`src/rtl/core/servo_sweep_scan_sequencer_assert.svh`:
```
// Assertion macros for the servo sweep scan sequencer.
`ifndef SERVO_SWEEP_SCAN_SEQUENCER_ASSERT_SVH
`define SERVO_SWEEP_SCAN_SEQUENCER_ASSERT_SVH

// Same-cycle implication, sampled on clk_i, idle during reset.
`define SSS_ASSERT_NOW(label, pre, post) \
  label: assert property (@(posedge clk_i) disable iff (!rst_ni) (pre) |-> (post)) \
    else $error("sss assertion failed");

// Next-cycle implication, sampled on clk_i, idle during reset.
`define SSS_ASSERT_NEXT(label, pre, post) \
  label: assert property (@(posedge clk_i) disable iff (!rst_ni) (pre) |=> (post)) \
    else $error("sss assertion failed");

`endif

```
`src/rtl/core/sss_pkg.sv`:
```
// Shared constants and types for the servo sweep scan sequencer.
package sss_pkg;

  // entry store; depth is a power of two so the index wraps by truncation
  localparam int STORE_DEPTH = 256;
  localparam int STORE_AW    = $clog2(STORE_DEPTH);
  localparam int STORE_W     = 11;  // {ir, distance}

  localparam int ANGLE_W   = 8;
  localparam int MS_W      = 16;
  localparam int DIST_W    = 10;
  localparam int MODE_W    = 2;
  localparam int PHASE_W   = 2;
  localparam int CFG_AW    = 4;
  localparam int CFG_DW    = 32;

  // scan phases
  localparam logic [PHASE_W-1:0] PH_IDLE    = 2'd0;
  localparam logic [PHASE_W-1:0] PH_TOSTART = 2'd1;
  localparam logic [PHASE_W-1:0] PH_SWEEP   = 2'd2;
  localparam logic [PHASE_W-1:0] PH_PARK    = 2'd3;

  // item kinds
  localparam logic [MODE_W-1:0] MODE_TICK  = 2'd0;
  localparam logic [MODE_W-1:0] MODE_START = 2'd1;
  localparam logic [MODE_W-1:0] MODE_READ  = 2'd2;

  // register indexes
  localparam logic [1:0] REG_ANGLE_MIN = 2'd0;
  localparam logic [1:0] REG_ANGLE_MAX = 2'd1;
  localparam logic [1:0] REG_ANGLE_MID = 2'd2;
  localparam logic [1:0] REG_STEP_MS   = 2'd3;

  localparam logic [ANGLE_W-1:0] ANGLE_MIN_RST = 8'd0;
  localparam logic [ANGLE_W-1:0] ANGLE_MAX_RST = 8'd180;
  localparam logic [ANGLE_W-1:0] ANGLE_MID_RST = 8'd90;
  localparam logic [MS_W-1:0]    STEP_MS_RST   = 16'd20;

  typedef struct packed {
    logic [ANGLE_W-1:0] angle_min;
    logic [ANGLE_W-1:0] angle_max;
    logic [ANGLE_W-1:0] angle_mid;
    logic [MS_W-1:0]    step_ms;
  } sss_cfg_t;

  typedef struct packed {
    logic [ANGLE_W-1:0]  angle_q;
    logic [ANGLE_W-1:0]  angle_d;
    logic                moved;
    logic [PHASE_W-1:0]  phase_q;
    logic [PHASE_W-1:0]  phase_d;
    logic                done_q;
    logic                done_d;
    logic                wr_en;
    logic [STORE_AW-1:0] wr_idx;
  } sss_ctrl_t;

endpackage

```
`src/rtl/core/sss_ram.sv`:
```
// Generic single-write, single-read RAM with registered read data.
module sss_ram #(
  parameter int WIDTH = 8,
  parameter int DEPTH = 16
) (
  input  logic                     clk_i,
  input  logic                     we_i,
  input  logic [$clog2(DEPTH)-1:0] waddr_i,
  input  logic [WIDTH-1:0]         wdata_i,
  input  logic                     re_i,
  input  logic [$clog2(DEPTH)-1:0] raddr_i,
  output logic [WIDTH-1:0]         rdata_o
);

  logic [WIDTH-1:0] mem_q [DEPTH];
  logic [WIDTH-1:0] rdata_q;

  always_ff @(posedge clk_i) begin
    if (we_i) begin
      mem_q[waddr_i] <= wdata_i;
    end
    if (re_i) begin
      rdata_q <= mem_q[raddr_i];
    end
  end

  assign rdata_o = rdata_q;

endmodule

```
`src/rtl/core/sss_ctrl.sv`:
```
// Scan phase sequencer: phase, angle, step timer and done flag.
module sss_ctrl import sss_pkg::*; (
  input  logic              clk_i,
  input  logic              rst_ni,
  input  logic              fire_i,
  input  logic [MODE_W-1:0] mode_i,
  input  sss_cfg_t          cfg_i,
  output sss_ctrl_t         ctrl_o
);

  logic [PHASE_W-1:0] phase_q, phase_d;
  logic [ANGLE_W-1:0] angle_q, angle_d;
  logic [MS_W-1:0]    elapsed_q, elapsed_d;
  logic               done_q, done_d;
  logic               wr_en;
  logic [MS_W-1:0]    elapsed_inc;
  logic               step;
  logic [ANGLE_W-1:0] offset;

  assign elapsed_inc = (elapsed_q == {MS_W{1'b1}}) ? elapsed_q : elapsed_q + 1'b1;
  assign step        = (elapsed_inc >= cfg_i.step_ms);
  assign offset      = angle_q - cfg_i.angle_min;

  always_comb begin
    phase_d   = phase_q;
    angle_d   = angle_q;
    elapsed_d = elapsed_q;
    done_d    = done_q;
    wr_en     = 1'b0;
    case (mode_i)
      MODE_TICK: begin
        elapsed_d = elapsed_inc;
        case (phase_q)
          PH_TOSTART: begin
            if (angle_q > cfg_i.angle_min) begin
              if (step) begin
                elapsed_d = '0;
                angle_d   = angle_q - 1'b1;
              end
            end else begin
              phase_d   = PH_SWEEP;
              elapsed_d = '0;
            end
          end
          PH_SWEEP: begin
            if (angle_q >= cfg_i.angle_max) begin
              phase_d   = PH_PARK;
              done_d    = 1'b1;
              elapsed_d = '0;
            end else if (step) begin
              elapsed_d = '0;
              wr_en     = 1'b1;
              angle_d   = angle_q + 1'b1;
            end
          end
          PH_PARK: begin
            if (angle_q > cfg_i.angle_mid) begin
              if (step) begin
                elapsed_d = '0;
                angle_d   = angle_q - 1'b1;
              end
            end else begin
              phase_d = PH_IDLE;
            end
          end
          default: begin
          end
        endcase
      end
      MODE_START: begin
        phase_d = PH_TOSTART;
      end
      default: begin
      end
    endcase
  end

  always_ff @(posedge clk_i or negedge rst_ni) begin
    if (!rst_ni) begin
      phase_q   <= PH_IDLE;
      angle_q   <= ANGLE_MID_RST;
      elapsed_q <= '0;
      done_q    <= 1'b0;
    end else if (fire_i) begin
      phase_q   <= phase_d;
      angle_q   <= angle_d;
      elapsed_q <= elapsed_d;
      done_q    <= done_d;
    end
  end

  assign ctrl_o.angle_q = angle_q;
  assign ctrl_o.angle_d = angle_d;
  assign ctrl_o.moved   = (angle_d != angle_q);
  assign ctrl_o.phase_q = phase_q;
  assign ctrl_o.phase_d = phase_d;
  assign ctrl_o.done_q  = done_q;
  assign ctrl_o.done_d  = done_d;
  assign ctrl_o.wr_en   = fire_i & wr_en;
  assign ctrl_o.wr_idx  = offset[STORE_AW-1:0];

endmodule

```
`src/rtl/core/servo_sweep_scan_sequencer.sv`:
```
// Servo sweep scan sequencer top level: stream ports, APB registers, entry store.
// The result is registered: it appears on m_tvalid in the cycle after the input transfer.
// Throughput: one item per cycle while the sink takes results; the result register frees as it is taken.
// Reset (rst_ni low, asynchronous): idle phase, servo at 90, timer and done cleared,
// registers back to 0/180/90/20; the entry store is not cleared.
module servo_sweep_scan_sequencer import sss_pkg::*; (
  input  logic              clk_i,
  input  logic              rst_ni,
  // input stream
  input  logic              s_tvalid,
  output logic              s_tready,
  input  logic [23:0]       s_tdata,   // sonar_cm[9:0], ir_seen[10], read_index[18:11], zero
  input  logic [MODE_W-1:0] s_tuser,   // mode[1:0]
  // result stream
  output logic              m_tvalid,
  input  logic              m_tready,
  output logic [23:0]       m_tdata,   // servo_angle[7:0], angle_moved[8], phase[10:9],
                                       // results_waiting[11], read_distance[21:12],
                                       // read_ir[22], zero
  // configuration
  input  logic              psel,
  input  logic              penable,
  input  logic              pwrite,
  input  logic [CFG_AW-1:0] paddr,
  input  logic [CFG_DW-1:0] pwdata,
  output logic [CFG_DW-1:0] prdata,
  output logic              pready
);

`include "servo_sweep_scan_sequencer_assert.svh"

  // ---------------------------------------------------------------------------
  // Configuration registers, one per word at byte address 4*i.
  // ---------------------------------------------------------------------------
  sss_cfg_t   cfg_q;
  logic       cfg_wr;
  logic [1:0] cfg_idx;

  assign pready  = 1'b1;
  assign cfg_idx = paddr[CFG_AW-1:2];
  assign cfg_wr  = psel & penable & pwrite & pready;

  always_ff @(posedge clk_i or negedge rst_ni) begin
    if (!rst_ni) begin
      cfg_q.angle_min <= ANGLE_MIN_RST;
      cfg_q.angle_max <= ANGLE_MAX_RST;
      cfg_q.angle_mid <= ANGLE_MID_RST;
      cfg_q.step_ms   <= STEP_MS_RST;
    end else if (cfg_wr) begin
      case (cfg_idx)
        REG_ANGLE_MIN: cfg_q.angle_min <= pwdata[ANGLE_W-1:0];
        REG_ANGLE_MAX: cfg_q.angle_max <= pwdata[ANGLE_W-1:0];
        REG_ANGLE_MID: cfg_q.angle_mid <= pwdata[ANGLE_W-1:0];
        REG_STEP_MS:   cfg_q.step_ms   <= pwdata[MS_W-1:0];
        default: begin
        end
      endcase
    end
  end

  always_comb begin
    case (cfg_idx)
      REG_ANGLE_MIN: prdata = {{(CFG_DW-ANGLE_W){1'b0}}, cfg_q.angle_min};
      REG_ANGLE_MAX: prdata = {{(CFG_DW-ANGLE_W){1'b0}}, cfg_q.angle_max};
      REG_ANGLE_MID: prdata = {{(CFG_DW-ANGLE_W){1'b0}}, cfg_q.angle_mid};
      REG_STEP_MS:   prdata = {{(CFG_DW-MS_W){1'b0}}, cfg_q.step_ms};
      default:       prdata = '0;
    endcase
  end

  // ---------------------------------------------------------------------------
  // Input unpacking and handshake. The result register takes a new item
  // whenever it is empty or its current result leaves in the same cycle.
  // ---------------------------------------------------------------------------
  logic [DIST_W-1:0]  in_sonar;
  logic               in_ir;
  logic [ANGLE_W-1:0] in_ridx;
  logic               in_fire;
  logic               out_valid_q;

  assign in_sonar = s_tdata[9:0];
  assign in_ir    = s_tdata[10];
  assign in_ridx  = s_tdata[18:11];
  assign s_tready = ~out_valid_q | m_tready;
  assign in_fire  = s_tvalid & s_tready;

  // ---------------------------------------------------------------------------
  // Phase sequencer: all state moves at the input transfer edge.
  // ---------------------------------------------------------------------------
  sss_ctrl_t ctrl;

  sss_ctrl u_ctrl (
    .clk_i  (clk_i),
    .rst_ni (rst_ni),
    .fire_i (in_fire),
    .mode_i (s_tuser),
    .cfg_i  (cfg_q),
    .ctrl_o (ctrl)
  );

  // ---------------------------------------------------------------------------
  // Entry store: written on sweep steps, read on read items. Its read
  // register doubles as the read fields of the result register, and only
  // loads on a read transfer so it holds under output stall.
  // ---------------------------------------------------------------------------
  logic               rd_en;
  logic [STORE_W-1:0] rd_data;

  assign rd_en = in_fire & (s_tuser == MODE_READ);

  sss_ram #(
    .WIDTH (STORE_W),
    .DEPTH (STORE_DEPTH)
  ) u_store (
    .clk_i   (clk_i),
    .we_i    (ctrl.wr_en),
    .waddr_i (ctrl.wr_idx),
    .wdata_i ({in_ir, in_sonar}),
    .re_i    (rd_en),
    .raddr_i (in_ridx[STORE_AW-1:0]),
    .rdata_o (rd_data)
  );

  // ---------------------------------------------------------------------------
  // Result register.
  // ---------------------------------------------------------------------------
  logic [ANGLE_W-1:0] res_angle_q;
  logic               res_moved_q;
  logic [PHASE_W-1:0] res_phase_q;
  logic               res_done_q;
  logic               res_rd_q;
  logic [DIST_W-1:0]  res_dist;
  logic               res_ir;

  always_ff @(posedge clk_i or negedge rst_ni) begin
    if (!rst_ni) begin
      out_valid_q <= 1'b0;
    end else if (s_tready) begin
      out_valid_q <= s_tvalid;
    end
  end

  always_ff @(posedge clk_i) begin
    if (in_fire) begin
      res_angle_q <= ctrl.angle_d;
      res_moved_q <= ctrl.moved;
      res_phase_q <= ctrl.phase_d;
      res_done_q  <= ctrl.done_d;
      res_rd_q    <= (s_tuser == MODE_READ);
    end
  end

  // non-read items report zero read fields
  assign res_dist = res_rd_q ? rd_data[DIST_W-1:0] : '0;
  assign res_ir   = res_rd_q & rd_data[DIST_W];

  assign m_tvalid = out_valid_q;
  assign m_tdata  = {1'b0, res_ir, res_dist, res_done_q, res_phase_q, res_moved_q,
                     res_angle_q};

  // ---------------------------------------------------------------------------
  // Assertions
  // ---------------------------------------------------------------------------
  // results_waiting is sticky until reset
  `SSS_ASSERT_NEXT(a_done_sticky, ctrl.done_q, ctrl.done_q)
  // the store is only written while sweeping
  `SSS_ASSERT_NOW(a_wr_in_sweep, ctrl.wr_en, ctrl.phase_q == PH_SWEEP)
  // start and read items never move the servo
  `SSS_ASSERT_NEXT(a_cmd_no_move, in_fire && (s_tuser != MODE_TICK), $stable(ctrl.angle_q))
  // a completed result is never dropped by a stalled sink
  `SSS_ASSERT_NOW(a_no_overrun, in_fire, !out_valid_q || m_tready)

endmodule

```
`config.mk`:
```
export PLATFORM = sky130hd
export DESIGN_NAME = servo_sweep_scan_sequencer
export DESIGN_NICKNAME = d
export VERILOG_FILES = /design/src/rtl/core/sss_pkg.sv /design/src/rtl/core/sss_ram.sv /design/src/rtl/core/sss_ctrl.sv /design/src/rtl/core/servo_sweep_scan_sequencer.sv
export VERILOG_INCLUDE_DIRS = /design/src /design/src/rtl/core
export SDC_FILE = /design/constraint.sdc
export NUM_CORES = 2
export LEC_CHECK = 0
export ABC_AREA = 1
export BUFFER_PORTS_ARGS = -buffer_cell sky130_fd_sc_hd__buf_2
export CAP_MARGIN = 15
export CORE_MARGIN = 2
export CORE_UTILIZATION = 51
export CTS_BUF_LIST = sky130_fd_sc_hd__clkbuf_16
export DETAILED_ROUTE_END_ITERATION = 8
export PLACE_DENSITY = 0.76
export SYNTH_ARGS = -nofsm -noshare
export SYNTH_HDL_FRONTEND = slang
export SYNTH_SLANG_ARGS = --single-unit
```
`constraint.sdc`:
```
create_clock -name clk_i -period 7.35 [get_ports clk_i]
set_input_delay 0.3675 -clock clk_i [delete_from_list [all_inputs] [get_ports clk_i]]
set_output_delay 0.3675 -clock clk_i [all_outputs]
set_load 0.01 [all_outputs]
```
After elaboration in Yosys (flattened, before gate mapping):

Memories as Yosys holds them, arrays and structs flattened. A register that Yosys moved wholly into a read port is not among the register bits.
Cells that the tools add are included.

* reduce and logical (&&, ||, !) cells: 7
* equality and inequality tests: 10
* order comparisons: 4
* multiplexer cells: 29
* $add $sub $neg: 4
* bitwise operators: 8

Operators with widths (count)
* one-hot mux 32 bit (4 select lines): 1
* two-way mux 16 bit: 5
* two-way mux 8 bit: 6
* one-hot mux 16 bit (3 select lines): 1
* one-hot mux 8 bit (3 select lines): 1
* adder 16 x 1 -> 16 bit (second input constant): 1
* == test 16 bit (second input constant): 1
* greater-or-equal comparator 16 bit: 1
* greater-than comparator 8 bit: 2
* == test 2 bit (second input constant): 5
* two-way mux 10 bit: 1
* AND reduction 2 bit: 5
* two-way mux 1 bit: 9
* adder 8 x 1 -> 8 bit (second input constant): 1
* greater-or-equal comparator 8 bit: 1
* inequality test 8 bit: 1
* subtractor 8 x 1 -> 8 bit (second input constant): 1
* subtractor 8 bit: 1
* bitwise AND 1 bit: 6
* == test 2 x 1 -> 1 bit (second input constant): 3
* two-way mux 2 bit: 3
* one-hot mux 2 bit (3 select lines): 1
* zero test 2 bit: 2
* one-hot mux 2 bit (2 select lines): 1
* 2 further kinds: 2

* RAM bits: 2816
* output and inout bits: 59
* memories kept: 1
* register bits: 81
* word-level logic and storage cells: 77
* input bits: 69

Memory list
* u_store.mem_q: words 256, width 11, rd ports 1, clocked after memory_dff 1, write ports 1, line sss_ram.sv:15 `logic [WIDTH-1:0] mem_q [DEPTH];`

Logic depth before layout (Yosys ltp):

* word-level depth: 10
* mapped depth: 27
* depth with buffers taken out: 27

Cells and area by module:

A second synthesis with hierarchy kept.

* cells, all modules: 10321
* area total of the unflattened synthesis: 121077.4 um^2

By module, submodules not included
* sss_ram: area an instance 114950.2 um^2, instances 1, seq. area each 84891.4 um^2, cells each 9483
* sss_ctrl: area an instance 3483.3 um^2, instances 1, seq. area each 680.7 um^2, cells each 526
* servo_sweep_scan_sequencer: area an instance 2643.8 um^2, instances 1, seq. area each 1428.9 um^2, cells each 312

Worst setup path before layout:

No wires, ideal clock.

* path kind: flip-flop to flip-flop
* start: reg u_ctrl.elapsed_q[0]
* end: mem u_store.mem_q[114][0] (netlist name) (enable)
* setup time: 0.378 ns
* buffers on the path: 1
* period minus slack after synthesis: 4.000 ns
* path slack: 3.350 ns
* required time: 6.972 ns
* cell stages (with the launch flop): 24
* arrival time: 3.621 ns
* cells stage by stage: dfrtp_1 ha_1 nand3_1 nor2_1 nand2_1 nor2_1 nand2_1 nand3_1 xor2_1 inv_1 ha_1 nand2_1 inv_1 nand3_1 nor2_1 nand2_4 nand2_8 nand2_4 nor2_4 nand2_4 nor3_4 nand2_4 buf_6 nor2_1

* longest elaborated chain between the ends: 10
* elaborated cells between the ends (all ways): 11
* those cells by class: add/sub: 1; order compare: 1; eq/ne: 1; mux: 7; bitwise: 1

RTL lines
* start: declaration: line sss_ctrl.sv:13 `logic [MS_W-1:0] elapsed_q, elapsed_d;`
* start signal: assignment: line sss_ctrl.sv:87 `elapsed_q <= elapsed_d;`
* adder 16 x 1 -> 16 bit / == test 16 bit (equally long branches): line sss_ctrl.sv:20 `assign elapsed_inc = (elapsed_q == {MS_W{1'b1}}) ? elapsed_q : elapsed_q + 1'b1;`
* two-way mux 16 bit (*): line sss_ctrl.sv:20
* greater-or-equal comparator 16 bit (*): line sss_ctrl.sv:21 `assign step = (elapsed_inc >= cfg_i.step_ms);`
* two-way mux 1 bit (*): line sss_ctrl.sv:50 `end else if (step) begin`
* two-way mux 1 bit (*): line sss_ctrl.sv:46 `if (angle_q >= cfg_i.angle_max) begin`
* two-way mux 1 bit (*): line sss_ctrl.sv:33 `case (phase_q)`
* two-way mux 1 bit (*): line sss_ctrl.sv:30 `case (mode_i)`
* bitwise AND 1 bit (*): line sss_ctrl.sv:99 `assign ctrl_o.wr_en = fire_i & wr_en;`
* two-way mux 1 bit (*): line sss_ram.sv:19 `if (we_i) begin`
* two-way mux 1 bit (implied by the code) (*): line sss_ram.sv:20 `mem_q[waddr_i] <= wdata_i;`
* end: declaration: line sss_ram.sv:15

Every way passes the cells marked *; elsewhere a longest branch is shown, timed or not.

Final worst setup path:

* start: reg u_ctrl.elapsed_q[0]
* end: mem u_store.mem_q[73][3] (netlist name) (enable)

Same word-level chain as after synthesis.

==> results by group <==
Setup path
  – Worst Setup Start Kind: flop
  – Reg2reg setup slack: 1.42 ns
  – Crit path DAT: 6.48 ns
  – Peak per-stage delay on the critical path: 0.83 ns
  – WS Path Type: flop to flop
  – Worst r2r src: u_ctrl.elapsed_q[0]
  – Critical Path End Type: flop
  – CP max-delay cell: nor2_1
  – Crit-path cells: ha_1, nand3_1, nor2_1, nand2_1, nor2_1, nand2_1, nand3_1, xor2_1, inv_1, ha_1, nand2_1, inv_1, nand3_1, nor2_1, nand2_4, nand2_8, nand2_4, nor2_4, nand2_4, nor3_4, nand2_1, buf_4, nor2_1
  – WP buf/inv: 3
  – Reg-to-Reg End: u_store.mem_q[73][3]
  – Crit Path Max Fanout: 18
  – CP required: 7.90 ns
  – CP delay by family, top: simple AND/OR/NAND/NOR gates
  – R2R depth: 23

Placed design
  – Number of port buffers: 86
  – DP Wirelength: 179.8 mm
  – Setup WS pre-CTS: 1.583 ns
  – RD Place Congestion: 0.9200
  – Post-placement cell area: 0.1207 mm^2

Timing
  – Sum Neg Setup Slack: 0 ns
  – Worst Setup Slack, final: 1.423 ns
  – Final Hold Viols: 0
  – # setup viols final: 0
  – Max Clk Rate: 168.7 MHz
  – RSZ-0062 raised after global routing: no
  – Fin. max-slew vios: 0
  – Final Cycle Share: 80.64%
  – Clock Skew: 0.07167 ns
  – Post-layout minimum cycle time: 5.927 ns
  – Slew @ Worst Pin: 1.310 ns
  – Rel. slew slack: 12.35%

Global routing
  – Total GRT Usage: 26.69%
  – GRT Residual Overflow: 0
  – Largest net degree at the start of global routing: 231
  – Initial antenna violation count: 9
  – First-pass GRT wire length: 474.4 mm
  – Vias in the first global route: 75240

Synth
  – Distinct cells, synth: 44
  – Main synth FF type: edfxtp_1
  – Syn Area/Cell: 12.21 um^2
  – Asr flop ratio synth: 2.338%
  – Register bit count reported by yosys: 2908
  – Yosys warns: 0
  – Post-synth EDFFs: 2840
  – Synthesized instance count: 9689
  – Post-synthesis sequential area ratio: 73.52%
  – Post-Syn Area: 0.1183 mm^2

Floorplan
  – Die width: 485.7 um
  – Ports: 128
  – DIE AREA: 0.2359 mm^2
  – Die Y: 485.7 um
  – Core Box Area: 0.2303 mm^2
  – Starting density of the core: 51.37%
  – Core Rows: 176

Detailed routing
  – Routed WL per cell: 25.27 um
  – Vias: 79110
  – Vias per cell: 6.192
  – Initial DRC Count: 12810
  – DRT antenna net count: 0
  – Post-route DRC: 0
  – Total iterations of the first detailed-routing run: 8
  – Routed WL: 322.8 mm

Finish
  – Final nets: 9642
  – Fill cells: 17780
  – Synth-to-Final Area Change: 10.23%
  – Final Cell Area: 0.1304 mm^2
  – Post-layout util: 56.63%
  – Layout cells sized above 1: 7.111%

Hold path
  – Worst hold path type: input port to flop
  – Worst hold stages: 1
  – Hold path startpoint: s_tdata[2]
  – Hold path endpoint: u_store.mem_q[51][2]

Clocking
  – Later-pin clock latency in the skew report: 0.96 ns
  – CTS tree: built
  – H-tree Lvls: 5
  – Clk slew on worst S/H paths: 0.06 ns
  – Maximum root-to-sink buffer count: 4
  – CTS buffer count: 306
  – CTS resizes: 0
  – Clock Tree Root: clkbuf_16
  – Sink Count: 2908
  – Post-CTS setup buffers: 0

Pwr
  – Tot Pwr: 36.28 mW
  – Static leakage: 43.78 nW
  – Max VDD drop: 0.0002794 V
  – Pwr Density: 278.2 mW/mm^2

Run
  – MaxCap Viol Count: 0

Run status
  – Status: finished, final reports clean
==> flip-flops by register name, summed over array words and instances (netlist names) <==
| signal | count |
|---|---|
| res_done_q | 1 |
| res_phase_q | 2 |
| u_store.mem_q | 2816 |
| res_rd_q | 1 |
| u_ctrl.done_q | 1 |
| u_store.rdata_o | 11 |
| u_ctrl.phase_q | 2 |
| m_tvalid | 1 |
| res_angle_q | 8 |
| cfg_q | 40 |
| u_ctrl.angle_q | 8 |
| res_moved_q | 1 |
| u_ctrl.elapsed_q | 16 |
==> cells in the mapped netlist, types with 12 or more instances <==
library cell,count,area share (%)
o21ai_0,1292,5.5
o22ai_1,561,3.0
inv_1,249,0.79
nor2_1,1396,4.4
buf_4,34,0.22
buf_2,201,0.85
nand3_1,1026,4.3
clkbuf_1,385,1.2
buf_1,56,0.18
a21oi_1,143,0.60
nand4_1,13,0.069
dfstp_2,14,0.31
dfrtp_1,54,1.1
nor2_2,65,0.34
nand2_1,1225,3.9
buf_6,12,0.11
edfxtp_1,2840,72
ha_1,43,0.45
==> per-layer routing <==
| layer | GRT usage [%] | wire length, um | part of all wire (%) | vias to the layer above |
|---|---|---|---|---|
| met4 | 12.58 | 15700 | 4.9 | 4 |
| met5 | 0 | 27 | 0.0084 | - |
| met1 | 35.76 | 118700 | 37 | 38130 |
| met3 | 5.849 | 38370 | 12 | 774 |
| met2 | 41.78 | 150000 | 46 | 5456 |
| li1 | - | - | - | 34750 |
==> how the worst max path moves through the flow <==
stage / startpoint / end / slack [ns] / cells past startpoint
2_1_floorplan: u_ctrl.elapsed_q[0] / u_store.mem_q[114][0] / 3.35 / 23
3_3_place_gp: u_ctrl.elapsed_q[0] / u_store.mem_q[23][2] / 1.57 / 23
3_5_place_dp: u_ctrl.elapsed_q[0] / u_store.mem_q[23][1] / 1.58 / 23
4_1_cts: u_ctrl.elapsed_q[0] / u_store.mem_q[121][5] / 1.45 / 23
5_1_grt: u_ctrl.elapsed_q[0] / u_store.mem_q[23][2] / 1.03 / 23
6_report: u_ctrl.elapsed_q[0] / u_store.mem_q[73][3] / 1.42 / 23
==> through the flow <==
stage / hold slack, ns / std cells
finish: 0.1075 / 12780
global route: 0.08432 / 12770
CTS: 0.05718 / 12770
detailed placement: 0.4595 / 12210
global placement: 0.4376 / 12210
floorplan: 0.07191 / 9705
==> cells in the final DEF (no fill, tap or decap), types with 17 or more instances in the layout <==
cell and n:
edfxtp_1 2840, nand3_1 1026, o22ai_1 561, buf_2 70, o21ai_0 1292, buf_4 58, dfrtp_1 54, bufinv_16 23
clkbuf_16 310, nor2_2 65, ha_1 43, clkinvlp_4 17, inv_1 297, a21oi_1 143, clkinv_2 48, dlygate4sd3_1 34
conb_1 18, nor2_1 1396, buf_12 27, clkinv_1 69, nand2_1 1218
==> worst reg2reg max path: cells and delay by family (launching register included) <==
family,cells,cell delay [ns]
adder cells (fa/ha/maj),2,0.50
XOR/XNOR,1,0.15
buffers and inverters,3,0.69
AND/OR/NAND/NOR,17,3.75
flip-flops,1,0.42
==> area by class of cell <==
cell class	count	area [um^2]	area share [%]
Clock inverter	215	1602	1.228
Inverter	257	993.5	0.7617
Multi-Input combinational cell	5852	27400	21.00
Timing Repair Buffer	204	1888	1.448
Antenna cell	4	10.01	0.007674
Tap cell	3026	3786	2.903
Sequential cell	2908	87000	66.70
Clock buffer	310	7757	5.947
==> cells by family (layout without fill, tap and decap cells) <==
kind of cell / count (synthesis) / count (layout) / synth area share [%]
AND/OR/NAND/NOR: 3761 / 3761 / 13.34
other: 2 / 22 / 0.006347
flip-flops: 2908 / 2908 / 73.52
adder cells (fa/ha/maj): 44 / 44 / 0.4716
AO/OA/AOI/OAI: 2016 / 2016 / 9.164
buffers and inverters: 945 / 986 / 3.394
XOR/XNOR: 13 / 13 / 0.09622
==> where the power goes <==
group          total, mW  leakage (nW)  internal, mW  switching [mW]
Combinational       3.25          12.7         0.735            2.52
Clock               14.6          4.75          8.43            6.20
Sequential          18.4          26.3          18.3          0.0955
==> timing repair <==
item / 4_1_cts / 5_1_grt
setup endpoints to repair: 0 / 0
hold endpoints to repair: 633 / 0
hold buffers: 34 / 0
No activity file was read; power rests on OpenSTA's default activity.
